$ cat src/pdmg_pkg.sv
// shared types and codes for the packed density matrix gate engine
package pdmg_pkg;

  localparam logic [1:0] OP_WRITE = 2'd0;
  localparam logic [1:0] OP_READ  = 2'd1;
  localparam logic [1:0] OP_GATE  = 2'd2;

  localparam logic [1:0] ST_OK    = 2'd0;
  localparam logic [1:0] ST_RANGE = 2'd1;
  localparam logic [1:0] ST_SAT   = 2'd2;

  localparam logic [2:0] GK_X   = 3'd0;
  localparam logic [2:0] GK_Y   = 3'd1;
  localparam logic [2:0] GK_Z   = 3'd2;
  localparam logic [2:0] GK_H   = 3'd3;
  localparam logic [2:0] GK_S   = 3'd4;
  localparam logic [2:0] GK_SDG = 3'd5;
  localparam logic [2:0] GK_T   = 3'd6;
  localparam logic [2:0] GK_TDG = 3'd7;

  // output component of a 2x2 block
  localparam logic [2:0] SEL_R00 = 3'd0;
  localparam logic [2:0] SEL_I00 = 3'd1;
  localparam logic [2:0] SEL_R11 = 3'd2;
  localparam logic [2:0] SEL_I11 = 3'd3;
  localparam logic [2:0] SEL_R10 = 3'd4;
  localparam logic [2:0] SEL_I10 = 3'd5;
  localparam logic [2:0] SEL_R01 = 3'd6;
  localparam logic [2:0] SEL_I01 = 3'd7;

  localparam logic [2:0] QCOUNT_RESET = 3'd5;
  localparam longint SQRT_HALF_Q30 = 759250125;

  typedef logic signed [32:0] comp_t;

  typedef struct packed {
    comp_t r00;
    comp_t i00;
    comp_t r11;
    comp_t i11;
    comp_t r10;
    comp_t i10;
    comp_t r01;
    comp_t i01;
  } blk_t;

  typedef struct packed {
    logic       valid;
    logic [2:0] sel;
    logic [2:0] kind;
    logic       conj01;
  } alu_ctl_t;

  typedef struct packed {
    logic               valid;
    logic [2:0]         sel;
    logic               sat;
    logic signed [31:0] value;
  } alu_res_t;

endpackage

$ cat src/pdmg_alu.sv
// shared three stage unit: component sum, scale, round and saturate
module pdmg_alu #(
  parameter int FRAC_BITS = 30
) (
  input  logic              clk_i,
  input  logic              rst_ni,
  input  pdmg_pkg::alu_ctl_t ctl_i,
  input  pdmg_pkg::blk_t     blk_i,
  output pdmg_pkg::alu_res_t res_o
);
  import pdmg_pkg::*;

  localparam int Sh = 30 - FRAC_BITS;
  localparam longint KVal = (SQRT_HALF_Q30 + ((longint'(1) << Sh) >>> 1)) >>> Sh;
  localparam logic [1:0] MD_PASS = 2'd0;
  localparam logic [1:0] MD_HALF = 2'd1;
  localparam logic [1:0] MD_MUL  = 2'd2;

  typedef struct packed {
    logic signed [34:0] s;
    logic [1:0]         mode;
  } sum_t;

  function automatic sum_t comp_sum(input logic [2:0] kind, input logic [2:0] sel,
                                    input blk_t b);
    logic signed [34:0] r00, i00, r11, i11, r10, i10, r01, i01;
    sum_t o;
    r00 = 35'(b.r00); i00 = 35'(b.i00);
    r11 = 35'(b.r11); i11 = 35'(b.i11);
    r10 = 35'(b.r10); i10 = 35'(b.i10);
    r01 = 35'(b.r01); i01 = 35'(b.i01);
    o.mode = (kind == GK_H) ? MD_HALF : MD_PASS;
    o.s = '0;
    case (sel)
      SEL_R00: begin
        case (kind)
          GK_X, GK_Y: o.s = r11;
          GK_H:       o.s = r00 + r01 + r10 + r11;
          default:    o.s = r00;
        endcase
      end
      SEL_I00: begin
        case (kind)
          GK_X, GK_Y: o.s = i11;
          GK_H:       o.s = i00 + i01 + i10 + i11;
          default:    o.s = i00;
        endcase
      end
      SEL_R11: begin
        case (kind)
          GK_X, GK_Y: o.s = r00;
          GK_H:       o.s = r00 - r01 - r10 + r11;
          default:    o.s = r11;
        endcase
      end
      SEL_I11: begin
        case (kind)
          GK_X, GK_Y: o.s = i00;
          GK_H:       o.s = i00 - i01 - i10 + i11;
          default:    o.s = i11;
        endcase
      end
      SEL_R10: begin
        case (kind)
          GK_X:    o.s = r01;
          GK_Y:    o.s = -r01;
          GK_Z:    o.s = -r10;
          GK_H:    o.s = r00 + r01 - r10 - r11;
          GK_S:    o.s = -i10;
          GK_SDG:  o.s = i10;
          GK_T:    o.s = r10 - i10;
          default: o.s = r10 + i10;
        endcase
      end
      SEL_I10: begin
        case (kind)
          GK_X:    o.s = i01;
          GK_Y:    o.s = -i01;
          GK_Z:    o.s = -i10;
          GK_H:    o.s = i00 + i01 - i10 - i11;
          GK_S:    o.s = r10;
          GK_SDG:  o.s = -r10;
          GK_T:    o.s = r10 + i10;
          default: o.s = i10 - r10;
        endcase
      end
      SEL_R01: begin
        case (kind)
          GK_X:    o.s = r10;
          GK_Y:    o.s = -r10;
          GK_Z:    o.s = -r01;
          GK_H:    o.s = r00 - r01 + r10 - r11;
          GK_S:    o.s = i01;
          GK_SDG:  o.s = -i01;
          GK_T:    o.s = r01 + i01;
          default: o.s = r01 - i01;
        endcase
      end
      default: begin
        case (kind)
          GK_X:    o.s = i10;
          GK_Y:    o.s = -i10;
          GK_Z:    o.s = -i01;
          GK_H:    o.s = i00 - i01 + i10 - i11;
          GK_S:    o.s = -r01;
          GK_SDG:  o.s = r01;
          GK_T:    o.s = i01 - r01;
          default: o.s = r01 + i01;
        endcase
      end
    endcase
    if ((kind == GK_T || kind == GK_TDG) && sel[2]) begin
      o.mode = MD_MUL;
    end
    return o;
  endfunction

  sum_t               sum_c;
  logic signed [34:0] s1_q;
  logic [1:0]         mode1_q;
  logic               v1_q, v2_q;
  logic [2:0]         sel1_q, sel2_q;
  logic signed [66:0] p2_d, p2_q;
  logic signed [67:0] rnd;
  logic signed [67:0] shr;
  logic signed [31:0] k_c;
  alu_res_t           res_d, res_q;

  assign k_c = 32'(KVal);

  always_comb begin
    sum_c = comp_sum(ctl_i.kind, ctl_i.sel, blk_i);
    // stored mirror of an upper entry takes the conjugate
    if (ctl_i.conj01 && ctl_i.sel == SEL_I01) begin
      sum_c.s = -sum_c.s;
    end
  end

  always_comb begin
    case (mode1_q)
      MD_MUL:  p2_d = 67'(s1_q) * 67'(k_c);
      MD_HALF: p2_d = 67'(s1_q) <<< (FRAC_BITS - 1);
      default: p2_d = 67'(s1_q) <<< FRAC_BITS;
    endcase
  end

  // round half away from zero, then clip to 32 bits
  always_comb begin
    rnd = 68'(p2_q) + (68'sd1 <<< (FRAC_BITS - 1)) - (p2_q < 0 ? 68'sd1 : 68'sd0);
    shr = rnd >>> FRAC_BITS;
    res_d.valid = v2_q;
    res_d.sel   = sel2_q;
    res_d.sat   = 1'b0;
    if (shr > 68'sd2147483647) begin
      res_d.value = 32'sh7fffffff;
      res_d.sat   = 1'b1;
    end else if (shr < -68'sd2147483648) begin
      res_d.value = 32'sh80000000;
      res_d.sat   = 1'b1;
    end else begin
      res_d.value = shr[31:0];
    end
  end

  always_ff @(posedge clk_i or negedge rst_ni) begin
    if (!rst_ni) begin
      v1_q  <= 1'b0;
      v2_q  <= 1'b0;
      res_q <= '0;
    end else begin
      v1_q  <= ctl_i.valid;
      v2_q  <= v1_q;
      res_q <= res_d;
    end
  end

  always_ff @(posedge clk_i) begin
    s1_q    <= sum_c.s;
    mode1_q <= sum_c.mode;
    sel1_q  <= ctl_i.sel;
    p2_q    <= p2_d;
    sel2_q  <= sel1_q;
  end

  assign res_o = res_q;
endmodule

$ cat config.mk
export PLATFORM = sky130hd
export DESIGN_NAME = pdmg_alu
export DESIGN_NICKNAME = d
export VERILOG_FILES = /design/src/pdmg_pkg.sv /design/src/pdmg_alu.sv
export SDC_FILE = /design/constraint.sdc
export NUM_CORES = 2
export LEC_CHECK = 0
export BUFFER_PORTS_ARGS = -buffer_cell sky130_fd_sc_hd__buf_4
export CORE_MARGIN = 4
export CORE_UTILIZATION = 35
export CTS_CLUSTER_SIZE = 30
export DETAILED_ROUTE_END_ITERATION = 8
export SYNTH_ARGS = -nofsm -noshare
export SYNTH_HDL_FRONTEND = slang
export SYNTH_SLANG_ARGS = --single-unit
$ cat constraint.sdc
create_clock -name clk_i -period 24.6 [get_ports clk_i]
set_clock_uncertainty 0.1 [all_clocks]
set_input_delay 4.92 -clock clk_i [delete_from_list [all_inputs] [get_ports clk_i]]
set_output_delay 4.92 -clock clk_i [all_outputs]
set_load 0.02 [all_outputs]
==> impl_metrics.toml <==
[run_status]
outcome = "complete, but fails checks"
failed_checks = "capacitance limit, slew limit"

[finish]
final_cell_mix = "1339 x inv_1, 1040 x ha_1, 883 x a21oi_1, 761 x fa_1, 688 x o21ai_0"
ff_latch_area_mm2 = 0.00316
nets = 12600
fill_cells = 23800
design_area_mm2 = 0.0866
multi_input_area_mm2 = 0.0700
post_route_cells_drive_above_1_share = 0.0684
syn2layout_area_growth_pct = 8.50
final_common_cell = "inv_1"

[synth]
avgSynthCellArea_um2 = 7.65
synth-compound-area-share = 0.276
synth_seq_cells = 148
ys_seq_area_frac = 0.0396
yosys_warnings = 0
yosys.area_share.adder = 0.354
synthMuxAreaShare = 0.0177
synth-async-reset-ratio = 0.264
syn_nets = 12500
netlist_area_mm2 = 0.0798
yosys.area_share.simple = 0.151
synth-xor-area-share = 0.0751
synth_cell_types = 101
synthFlopType = "dfxtp_1"
synth_top_family_by_area = "adder cells"
synth_edf_count = 0
syn_inst = 10400

[sta]
hold_viol_final = 0
timing.final.ws_setup_ps = 9650
fin_crit_sh = 0.608
rsz0062_at_grt = "false"
max_freq_ghz = 0.0669
setup_tns_ps = 0
report.final.slew_viol_count = 1
tightest_slew_ps = 1490
slew_headroom = -0.00311
final.min_clock_period_ps = 14950
setup_viol = 0

[global_routing]
grt_pass1_vias = 85800
grt_max_degree = 77
grt_antenna_before_repair = 56
grt_first_pass_wirelength_mm = 694
grt_overflow_total = 0
grtUsageTotal = 0.419

[routing]
drtPass1Iterations = 7
vias = 88900
routed_via_density = 6.57
dr_wl_met2_mm = 204
drt-initial-drc-count = 12800
drc = 0
wl_met3_mm = 70.9
drt-total-wl_mm = 514
dr.max_layer_used = "met5"
wl_met1_mm = 207
drtAntennaViolNets = 0
wl_per_cell_um = 38.0

[placement]
dpl_worst_slack_ps = 9400
hpwl_mm = 430
io_buffers = 310
place_congestion = 1.09
postPlaceCellArea_mm2 = 0.0859

[setup_path]
worstPathMaxFanout = 10
path_depth = 29
cp-startpoint = "blk_i[34]"
worst-path-buf-inv = 2
cp_data_arrival_time_ps = 15260
rr_endpoint = "p2_q[64]$_DFF_P_"
worstSetupPathType = "primary input to flop"
cp_top_family = "compound AO/OA/AOI/OAI gates"
critPathCapture = "s1_q[34]$_DFF_P_"
cpMaxStageDelayCell = "a211oi_1"
reg2reg_depth = 28
worstPathRequired_ps = 24910
start_kind = "primary input"
cpPeakStageDelay_ps = 790
r2r_start = "s1_q[25]$_DFF_P_"
cp-end-kind = "flop"
r2r_setup_slack_ps = 14620

[floorplanning]
core_area_mm2 = 0.227
io_pins = 311
die_w_um = 486
rows = 175
dieHeight_um = 486
die-area_mm2 = 0.236
start_util = 0.351

[clock_tree]
hold_buffers = 0
cts_buffer_depth = 2
cts_setup_buffers = 0
clk_latency_ps = 540
cts_tree = "done"
clk_pin_slew_ps = 90
cts-resized-gates = 0
htreeDepth = 4
cts-root-buf = "clkbuf_16"
cts-buffers-inserted = 17
clock-sinks = 148

[min_path]
hold_path_class = "flop to flop"

[job]
max_cap_viol_count = 5
==> stage by stage <==
step	hold WS, ps	std cells	utilization
after floorplan	210	10400	-
after global placement	212	13500	0.378
after detailed placement	216	13500	0.378
after CTS	218	13500	0.381
after global routing	226	13500	0.381
final	220	13500	0.381
==> synthesized netlist by cell type (138+ instances only) <==
| library cell | n | area (um2) |
|---|---|---|
| o21ai_0 | 690 | 3450 |
| a21oi_1 | 884 | 4420 |
| xor2_1 | 148 | 1300 |
| a21o_1 | 256 | 1920 |
| xnor2_1 | 537 | 4700 |
| clkbuf_1 | 396 | 1490 |
| fa_1 | 761 | 15200 |
| nor2_1 | 694 | 2610 |
| nor3_1 | 212 | 1060 |
| nand3_1 | 184 | 921 |
| a221oi_1 | 138 | 1210 |
| ha_1 | 1041 | 13000 |
| inv_1 | 1339 | 5030 |
| nand2_1 | 596 | 2240 |
==> routing by layer <==
| layer | up-vias | track usage |
|---|---|---|
| li1 | 37100 | - |
| met1 | 44400 | 0.553 |
| met2 | 6315 | 0.597 |
| met3 | 1113 | 0.162 |
| met4 | 16 | 0.200 |
| met5 | - | 0 |
==> cells by family after synthesis <==
kind of cell             count (synthesis)
AO/OA/AOI/OAI                         3348
XOR/XNOR                               685
adder cells (fa/ha/maj)               1802
buffers and inverters                 1832
flip-flops                             148
multiplexers                           138
AND/OR/NAND/NOR                       2479
==> registers in the layout, indices dropped and copies added, names as in the netlist <==
register  flops
s1_q         35
v1_q          1
mode1_q       2
p2_q         66
sel1_q        3
res_o        37
v2_q          1
sel2_q        3
==> worst min path at each step <==
stage | from | cells after the start | to
5_1_grt | sel2_q[2]$_DFF_P_ | 0 | res_o[35]$_DFF_PN0_
3_3_place_gp | sel1_q[0]$_DFF_P_ | 0 | sel2_q[0]$_DFF_P_
6_report | sel2_q[0]$_DFF_P_ | 0 | res_o[33]$_DFF_PN0_
2_1_floorplan | sel1_q[0]$_DFF_P_ | 0 | sel2_q[0]$_DFF_P_
4_1_cts | sel2_q[0]$_DFF_P_ | 0 | res_o[33]$_DFF_PN0_
3_5_place_dp | sel1_q[1]$_DFF_P_ | 0 | sel2_q[1]$_DFF_P_
==> final cells by class <==
type	instances	area share
Clock inverter	13	0.00201
Tap cell	3009	0.0435
Timing Repair Buffer	517	0.0455
Antenna cell	24	0.000693
Inverter	1352	0.0586
Multi-Input combinational cell	8452	0.808
Sequential cell	148	0.0365
Clock buffer	19	0.00549
Power is not shown: default switching activity piles up to over one toggle a cycle in this logic, so the estimate is an artifact.
